**config.mk**
```make
export PLATFORM = sky130hd
export DESIGN_NAME = sfs_ram
export DESIGN_NICKNAME = d
export VERILOG_FILES = /design/src/rtl/sfs_ram.sv
export SDC_FILE = /design/constraint.sdc
export NUM_CORES = 2
export LEC_CHECK = 0
export BUFFER_PORTS_ARGS = -buffer_cell sky130_fd_sc_hd__buf_2
export CAP_MARGIN = 10
export CORE_MARGIN = 2
export CORE_UTILIZATION = 60
export CTS_CLUSTER_SIZE = 25
export DETAILED_ROUTE_END_ITERATION = 10
export HOLD_SLACK_MARGIN = 0.08
export PLACE_DENSITY_LB_ADDON = 0.12
export SETUP_SLACK_MARGIN = 0.4
export SLEW_MARGIN = 0
export SYNTH_ARGS = -nofsm -noshare
export SYNTH_HDL_FRONTEND = slang
export SYNTH_SLANG_ARGS = --single-unit
```
**constraint.sdc**
```tcl
create_clock -name clock -period 5.6 [get_ports clock]
set_input_delay 0.56 -clock clock [delete_from_list [all_inputs] [get_ports clock]]
set_output_delay 0.56 -clock clock [all_outputs]
set_load 0.05 [all_outputs]
```
**src/rtl/sfs_ram.sv**
```systemverilog
// ----------------------------------------------------------------------------
// Generic single-port-write RAM
// One write port and one read port with registered read data.
// ----------------------------------------------------------------------------
`default_nettype none

module sfs_ram #(
   parameter int WIDTH = 8,
   parameter int DEPTH = 256
) (
   input  wire                      clock,
   input  wire                      wr_en,
   input  wire [$clog2(DEPTH)-1:0]  wr_addr,
   input  wire [WIDTH-1:0]          wr_data,
   input  wire                      rd_en,
   input  wire [$clog2(DEPTH)-1:0]  rd_addr,
   output logic [WIDTH-1:0]         rd_data
);

   logic [WIDTH-1:0] mem_ff [DEPTH];

   always_ff @(posedge clock) begin
      if (wr_en) begin
         mem_ff[wr_addr] <= wr_data;
      end
      if (rd_en) begin
         rd_data <= mem_ff[rd_addr];
      end
   end

endmodule

`default_nettype wire

```
==> impl_metrics.json <==
{
  "crit_path_start_kind": "primary input",
  "wl_mm": 191.7,
  "critPathArrivalTime_ps": 4250,
  "pin_count": 35,
  "clock_sinks": 2056,
  "synth_nets": 3760,
  "cp.required_ps": 6130,
  "synth_area_sq_um": 79640,
  "end_kind": "flop",
  "num_vias": 39070,
  "synth_cell_types": 54,
  "synth_edf_count": 2056,
  "post-route-min-period_ps": 3719,
  "grt_pass1_vias": 39230,
  "final_cell_mix": "edfxtp_1 (2056), mux4_2 (454), nor2_1 (279)",
  "grt_usage_pct": 28.81,
  "async_flop_share_pct": 0,
  "core-area_sq_um": 131600,
  "fmax_mhz": 268.9,
  "rsz0062_at_grt": "false",
  "dieArea_sq_um": 135700,
  "yosysSeqAreaShare_pct": 77.53,
  "root_buffer": "clkbuf_16",
  "area_delta_synth_final_pct": 10.36,
  "fin_tns_setup_ps": 0,
  "grt-ovfl-total": 0,
  "clock_path_buffers": 3,
  "final_common_cell": "edfxtp_1",
  "final_max_slew_viol_count": 0,
  "p_comb_share_pct": 4.9,
  "worstSetupPathType": "in2reg",
  "fillers": 8248,
  "cts_buffers": 198,
  "intPower_mw": 24.76,
  "drcViolationCount": 0,
  "cts.repair.resized": 0,
  "syn_inst": 3733,
  "min_path_type": "in2reg",
  "cts_max_level": 4,
  "avgSynthCellArea_sq_um": 21.33,
  "slew_headroom_pct": 11.50,
  "placed_cells": 5380,
  "ctsHoldBuffers": 0,
  "pre_cts_ws_ps": 1104,
  "std_cell_rows": 133,
  "p_per_area_nw_per_um2": 356.5,
  "ir_worst_vdd_uv": 351.4,
  "wl_per_cell_um": 33.36,
  "ys_warn_count": 0,
  "yosysTopAreaCellShare_pct": 77.53,
  "drive_above_1_share_pct": 21.75,
  "io_buffers": 34,
  "floorplan.initialDensity_pct": 60.50,
  "grt_pass1_wl_mm": 278.6,
  "via_per_inst": 6.797,
  "setup_viol": 0,
  "synthFlopType": "edfxtp_1",
  "yosysTopAreaCell": "edfxtp_1",
  "seq_power_share_pct": 54.3,
  "dp_hpwl_mm": 116.6,
  "clk_pin_slew_ps": 60,
  "status": "finished clean",
  "fin_cells": 5747,
  "netSwitchingPower_mw": 6.563,
  "drtIter0Drc": 5323,
  "finalCritPeriodShare_pct": 66.41,
  "cts_tree": "done",
  "post_cts_buffers": 0,
  "finalWorstSetupSlack_ps": 1881,
  "antenna_found_initial": 14,
  "switching_share_pct": 20.95,
  "fp.dieH_um": 368.3,
  "grt_max_degree": 191,
  "fp.dieW_um": 368.3,
  "ys_top_cells_by_area": "edfxtp_1 (78%), mux4_2 (13%), mux2i_1 (1.7%), nor2_1 (1.3%), a22oi_1 (1.3%)",
  "cap_viol_max_count": 0,
  "clock_latency_ps": 830,
  "critPathMaxFanout": 51,
  "clock-skew-final_ps": 30.03,
  "place.gp.congestion": 0.8767,
  "power_leakage_nw": 26.98,
  "tightestPinTransition_ps": 1317,
  "nNetsFinal": 3853,
  "final_hold_viol_count": 0,
  "drt-pass1-iter-count": 5,
  "power.share.clock_pct": 40.9,
  "synth_seq_cells": 2056,
  "antenna_left": 0
}
==> synth_stat cells, types with 22 or more instances <==
master	n
mux2i_1	134
o221ai_1	46
a21oi_1	96
buf_4	27
nand3_1	34
buf_2	31
a22oi_1	133
mux4_2	454
buf_1	22
nor4_1	24
edfxtp_1	2056
o22ai_1	28
nor2b_1	31
clkbuf_1	111
nor2_1	282
nand2_1	33
nor3_1	22
==> worst max-delay path, stage by stage <==
cell and delay, ps:
buf_8 470, buf_12 270, buf_12 280, buf_4 250, mux4_1 580, mux4_2 450, nor2_1 100, a2111oi_1 60
nor3_1 1020, nor4_1 120
==> power by group through the flow <==
stage	combinational (mW)	clock [mW]	sequential [mW]
floorplan	0.824	0	17.3
global placement	1.49	0	17.3
detailed placement	1.53	0	17.3
CTS	1.53	12.9	17.0
global route	1.60	13.5	17.0
finish	1.53	12.8	17.0
==> registers in the layout, indices dropped and copies added (netlist names) <==
register	cells
rd_data	8
mem_ff	2048
==> routing by layer <==
layer / share of wire, % / track usage [%] / up-vias
met4: 3.2 / 9.270 / 2
met3: 9.7 / 5.757 / 369
li1: - / - / 15910
met2: 49 / 45.37 / 2151
met1: 38 / 41.38 / 20630
met5: 0.0068 / 0 / -
==> path summary, 6_finish.rpt <==
| kind | start | endpoint | slack, ps | cells past startpoint |
|---|---|---|---|---|
| max | rd_addr[0] | rd_data[1]$_DFFE_PP_ | 1880 | 10 |
| min | rd_en | rd_data[7]$_DFFE_PP_ | 190 | 1 |
| max reg2reg | mem_ff[211][5]$_DFFE_PP_ | rd_data[5]$_DFFE_PP_ | 2430 | 6 |
| min reg2reg | mem_ff[32][5]$_DFFE_PP_ | rd_data[5]$_DFFE_PP_ | 1030 | 6 |
==> layout make-up <==
type	instances	area (sq um)	area share, %
Antenna cell	5	12.51	0.01424
Clock buffer	249	5231	5.952
Clock inverter	112	972.2	1.106
Inverter	2	7.507	0.008542
Multi-Input combinational cell	1442	16530	18.81
Sequential cell	2056	61740	70.25
Tap cell	1755	2196	2.499
Timing Repair Buffer	126	1196	1.361
==> cells by family after synthesis <==
logic type,after synthesis,share of synthesized area [%]
AOI/OAI and AO/OA,385,3.416
muxes,591,14.60
buffers and inverters,235,1.829
and+or+nand+nor,466,2.625
DFF,2056,77.53
==> per-stage QoR <==
stage	hold slack, ps	area (sq um)	power, mW	utilization, %
after detailed placement	991.7	81660	18.85	62.04
after global routing	155.4	87880	32.10	66.76
after CTS	126.7	87870	31.47	66.75
after floorplan	658.9	79640	18.16	-
after global placement	986.4	81640	18.80	62.02
final	189.6	87880	31.33	66.77
Power figures use the tool's default switching activity.
