$ cat src/rtl/sfs_pkg.sv
// ----------------------------------------------------------------------------
// Sprite frame sequencer package
// Widths, request and register codes, and the sequencer state type.
// ----------------------------------------------------------------------------
`default_nettype none

package sfs_pkg;

   localparam int STEP_DEPTH_DEF = 256;
   localparam int MAX_GRID_DEF   = 64;

   localparam int REQ_TYPE_W  = 2;
   localparam int ADDR_W      = 8;
   localparam int DUR_W       = 16;
   localparam int FRAME_IN_W  = 12;
   localparam int DELTA_W     = 16;
   localparam int FRAME_W     = 13;
   localparam int UV_LEFT_W   = 18;
   localparam int UV_TOP_W    = 19;
   localparam int ELAPSED_W   = 32;
   localparam int PASS_W      = 24;
   localparam int GRID_REG_W  = 7;
   localparam int CELL_W      = 13;
   localparam int COUNT_REG_W = 9;
   localparam int SPEED_W     = 2;
   localparam int INV_W       = 16;
   localparam int CSR_DATA_W  = 16;
   localparam int CSR_INDEX_W = 3;
   localparam int MUL_A_W     = 16;
   localparam int MUL_B_W     = 20;
   localparam int PROD_W      = MUL_A_W + MUL_B_W;

   localparam logic [CELL_W-1:0]  CELL_MAX       = CELL_W'(4096);
   localparam logic [MUL_B_W-1:0] ZERO_SPEED_INV = MUL_B_W'(999999);

   localparam logic [REQ_TYPE_W-1:0] REQ_WRITE = 2'd0;
   localparam logic [REQ_TYPE_W-1:0] REQ_TICK  = 2'd1;
   localparam logic [REQ_TYPE_W-1:0] REQ_START = 2'd2;
   localparam logic [REQ_TYPE_W-1:0] REQ_STOP  = 2'd3;

   localparam logic [SPEED_W-1:0] SPEED_FWD  = 2'd0;
   localparam logic [SPEED_W-1:0] SPEED_REV  = 2'd1;
   localparam logic [SPEED_W-1:0] SPEED_ZERO = 2'd2;

   localparam logic [CSR_INDEX_W-1:0] REG_IMAGE_COLS    = 3'd0;
   localparam logic [CSR_INDEX_W-1:0] REG_IMAGE_ROWS    = 3'd1;
   localparam logic [CSR_INDEX_W-1:0] REG_CELL_WIDTH    = 3'd2;
   localparam logic [CSR_INDEX_W-1:0] REG_CELL_HEIGHT   = 3'd3;
   localparam logic [CSR_INDEX_W-1:0] REG_STEP_COUNT    = 3'd4;
   localparam logic [CSR_INDEX_W-1:0] REG_SPEED_MODE    = 3'd5;
   localparam logic [CSR_INDEX_W-1:0] REG_INV_SPEED     = 3'd6;
   localparam logic [CSR_INDEX_W-1:0] REG_REPEAT_ENABLE = 3'd7;

   typedef enum logic [3:0] {
      ST_IDLE,
      ST_TICK_MUL,
      ST_TICK_CMP,
      ST_LOAD_FRAME,
      ST_HIDE_MUL,
      ST_HIDE_SET,
      ST_DIV_START,
      ST_DIV_WAIT,
      ST_LEFT_MUL,
      ST_TOP_MUL,
      ST_RESP
   } state_type;

endpackage

`default_nettype wire

$ cat src/rtl/sfs_div.sv
// ----------------------------------------------------------------------------
// Sprite frame sequencer divider
// Restoring divider that splits a frame index into row and column, one
// quotient bit per cycle.
// ----------------------------------------------------------------------------
`default_nettype none

module sfs_div #(
   parameter int DIVISOR_W = 7
) (
   input  wire                              clock,
   input  wire                              reset,
   input  wire                              start,
   input  wire [sfs_pkg::FRAME_W-1:0]       dividend,
   input  wire [DIVISOR_W-1:0]              divisor,
   output logic                             done,
   output logic [sfs_pkg::FRAME_W-1:0]      quotient,
   output logic [DIVISOR_W-1:0]             remainder
);

   localparam int QW      = sfs_pkg::FRAME_W;
   localparam int COUNT_W = $clog2(QW + 1);

   logic               busy_ff, busy_in;
   logic               done_ff, done_in;
   logic [COUNT_W-1:0] count_ff, count_in;
   logic [DIVISOR_W-1:0] rem_ff, rem_in;
   logic [QW-1:0]      quot_ff, quot_in;

   logic [DIVISOR_W:0] shifted;
   logic [DIVISOR_W:0] diff;
   logic               ge;

   assign shifted = {rem_ff, quot_ff[QW-1]};
   assign ge      = shifted >= {1'b0, divisor};
   assign diff    = shifted - {1'b0, divisor};

   // The divisor must hold for the whole run; it comes from configuration.
   always_comb begin
      busy_in  = busy_ff;
      done_in  = 1'b0;
      count_in = count_ff;
      rem_in   = rem_ff;
      quot_in  = quot_ff;
      if (start) begin
         busy_in  = 1'b1;
         count_in = COUNT_W'(QW);
         rem_in   = '0;
         quot_in  = dividend;
      end else if (busy_ff) begin
         rem_in   = ge ? diff[DIVISOR_W-1:0] : shifted[DIVISOR_W-1:0];
         quot_in  = {quot_ff[QW-2:0], ge};
         count_in = count_ff - COUNT_W'(1);
         if (count_ff == COUNT_W'(1)) begin
            busy_in = 1'b0;
            done_in = 1'b1;
         end
      end
   end

   always_ff @(posedge clock) begin
      if (reset) begin
         busy_ff  <= 1'b0;
         done_ff  <= 1'b0;
         count_ff <= '0;
      end else begin
         busy_ff  <= busy_in;
         done_ff  <= done_in;
         count_ff <= count_in;
      end
   end

   always_ff @(posedge clock) begin
      rem_ff  <= rem_in;
      quot_ff <= quot_in;
   end

   assign done      = done_ff;
   assign quotient  = quot_ff;
   assign remainder = rem_ff;

endmodule

`default_nettype wire

$ cat config.mk
export PLATFORM = sky130hd
export DESIGN_NAME = sfs_div
export DESIGN_NICKNAME = d
export VERILOG_FILES = /design/src/rtl/sfs_pkg.sv /design/src/rtl/sfs_div.sv
export SDC_FILE = /design/constraint.sdc
export NUM_CORES = 1
export LEC_CHECK = 0
export BUFFER_PORTS_ARGS = -buffer_cell sky130_fd_sc_hd__buf_2
export CORE_UTILIZATION = 48
export CTS_CLUSTER_SIZE = 20
export DETAILED_ROUTE_END_ITERATION = 6
export GPL_ROUTABILITY_DRIVEN = 1
export GPL_TIMING_DRIVEN = 0
export HOLD_SLACK_MARGIN = 0.1
export PLACE_DENSITY = 0.74
export RECOVER_POWER = 25
export SLEW_MARGIN = 0
export SYNTH_ARGS = -nofsm -noshare
export SYNTH_HDL_FRONTEND = slang
export SYNTH_SLANG_ARGS = --single-unit
$ cat constraint.sdc
create_clock -name clock -period 4.5 [get_ports clock]
set_clock_uncertainty 0.15 [all_clocks]
set_input_delay 0.9 -clock clock [delete_from_list [all_inputs] [get_ports clock]]
set_output_delay 0.9 -clock clock [all_outputs]
set_load 0.01 [all_outputs]
==> summary.md <==
| Metric | Value |
|---|---|
| Final nets | 244 |
| MaxCap Viol Count | 0 |
| CTS sink cnt | 26 |
| Status | complete, no violations |
| P per Cell Area | 306 nW/µm² |
| Number of global-route vias before repair | 1281 |
| Fmax | 372 MHz |
| Wire per inst | 13.6 µm |
| Die width | 60.7 µm |
| Io pins | 44 |
| Storage element area | 651 µm² |
| Post-CTS Setup Repair Bufs | 0 |
| Synth cell types | 43 |
| Core ar. | 3150 µm² |
| Antenna cells | 0 |
| Iter 0 DRT Violations | 40 |
| CTS Buffer Depth | 2 |
| Seq/Total Area, Yosys | 39.3% |
| CTS tree | yes |
| Clk_lat worst skew | 0.33 ns |
| Post-synthesis net count | 197 |
| Crit path kind | input pin to flip-flop |
| Via density | 5.48 |
| Leakage power | 0.812 nW |
| Syn Inst Count | 164 |
| First-pass GRT wire length | 5.62 mm |
| Post-CTS sizing | 0 |
| Async S/R FF share, synth | 0% |
| Syn-to-layout area delta | 18.5% |
| HP Class | flip-flop to flip-flop |
| Avg Cell Area, Syn | 10.1 µm² |
| Starting Density | 52.5% |
| Share of layout cells above drive strength 1 | 30.5% |
| Most numerous cell in the Yosys netlist | nor2_1 |
| Worst endpoint required time | 4.61 ns |
| Yosys top cell by area | edfxtp_1 |
| GRT Util Overall | 20.6% |
| RePlAce Congestion | 0.823 |
| Post-synth top area share | 23.6% |
| Largest net degree at the start of global routing | 16 |
| Final hold vios | 0 |
| Post-Place Worst Slack | 1.47 ns |
| Slew margin rel. | 64.9% |
| Pre-Repair DR Iteration Count | 5 |
| Setup Viol. Count Final | 0 |
| Worst-path clk slew | 0.15 ns |
| Worst vdd ir | 0.162 mV |
| Grt total ovfl | 0 |
| Top cells by area, synth | edfxtp_1 (24%), dfxtp_1 (16%), mux2_2 (8.2%), ha_1 (6.8%), nor2_1 (4.1%) |
| Max Transition Viols Final | 0 |
| Setup TNS | 0 ns |
| # DRC | 0 |
| Synthesis-stage register bit count | 26 |
| Post-DP HPWL | 2.61 mm |
| Total wire length | 3.46 mm |
| Row count | 20 |
| RSZ-0062 raised after global routing | false |
| Vias | 1393 |
| Antenna violations before repair | 0 |
| Final WS setup | 1.81 ns |
| Minimum clock period | 2.69 ns |
| Cell area after synthesis | 1660 µm² |
| Num CTS Buffers | 3 |
| CP endpoint kind | flip-flop |
| Crit path arrival time | 2.79 ns |
| Full die area | 3690 µm² |
| Final Cycle Share | 59.7% |
| Post-CTS Hold Buffers | 0 |
| Worst Path Max Fanout | 9 |
| Flop2flop setup slack | 2.02 ns |
| Syn. warnings | 0 |
| Critical path startpoint category | input pin |
| Fillcell total | 266 |
| Root buf cell | clkbuf_4 |
| I/O Buffers | 42 |
| Number of synthesized flops with an enable pin | 13 |
| Maximum level of the CTS H-tree | 1 |
| Top post-synthesis cells by count | nor2_1 (18), inv_1 (14), dfxtp_1 (13), edfxtp_1 (13), mux2_2 (12) |
| Main synth FF type | edfxtp_1 |
| Antenna viol nets, final | 0 |
| Multi-input logic area | 891 µm² |
| Worst Max-Slew Pin Slew | 0.526 ns |
| Chip Height | 60.7 µm |
-- layer usage --
layer / global-route usage [%] / routed length, µm
met5: 0 / 0
met4: 7.79 / 55
met3: 3.62 / 182
met2: 33.0 / 1550
met1: 27.9 / 1660
-- path summary, 6_finish.rpt --
check | from | depth (start not counted) | endpoint
worst max register to register | quotient[12] | 9 | remainder[0]
worst min register to register | count_ff[1] | 2 | count_ff[1]
worst min-delay path | count_ff[1] | 2 | count_ff[1]
worst max-delay path | divisor[0] | 9 | remainder[0]
-- worst max-delay path: stages --
cell	delay, ns
buf_2	0.10
ha_1	0.21
fa_1	0.40
nand2b_1	0.20
a211o_1	0.28
buf_6	0.14
and3_1	0.18
buf_6	0.13
a311oi_2	0.25
-- flip-flops by register name, summed over array words and instances, names as in the netlist --
signal / flops
done: 1
remainder: 7
count_ff: 4
busy_ff: 1
quotient: 13
-- layout by cell type, fill, tap and decap left out, drive strengths merged, types with 6 or more instances in the layout --
cell and count:
dfxtp 13, mux2 12, inv 14, ha 9
clkbuf 19, nand2 9, nor2 18, nor3b 6
edfxtp 13, buf 37
-- power breakdown --
part	switching [W]	leakage [nW]	internal [W]
logic	0.0000820	0.546	0.0000679
registers	0.0000128	0.238	0.000273
clock network	0.0000738	0.0279	0.0000902
-- per-stage QoR --
step | instance area [µm²] | util (%) | hold WS [ns] | cells | power, W
final | 1960 | 62.2 | 0.378 | 254 | 0.000600
after global placement | 1920 | 60.9 | 0.334 | 250 | 0.000436
after global routing | 1960 | 62.2 | 0.403 | 254 | 0.000631
after floorplan | 1660 | - | 0.318 | 164 | 0.000394
after detailed placement | 1920 | 60.9 | 0.366 | 250 | 0.000441
after CTS | 1970 | 62.6 | 0.385 | 254 | 0.000605
-- kinds of logic (layout without fill, tap and decap cells) --
logic type	count (synthesis)	in the layout	share of synthesized area, %
AOI/OAI and AO/OA	30	30	15.7
DFF	26	26	39.3
xor gates and xnor gates	6	6	3.18
muxes	13	13	8.77
buffers and inverters	25	71	6.88
adders and majority gates	10	10	8.01
and+or+nand+nor	54	54	18.1
-- cell type report --
| cell class | count | area share [%] |
|---|---|---|
| timing repair buffer | 42 | 10.1 |
| inverter | 14 | 2.68 |
| sequential | 26 | 33.2 |
| clock buffer | 3 | 1.15 |
| clock inverter | 1 | 1.53 |
| buffer | 11 | 3.13 |
| tap | 44 | 2.81 |
| multi-input combinational | 113 | 45.4 |
Power figures use the tool's default switching activity.
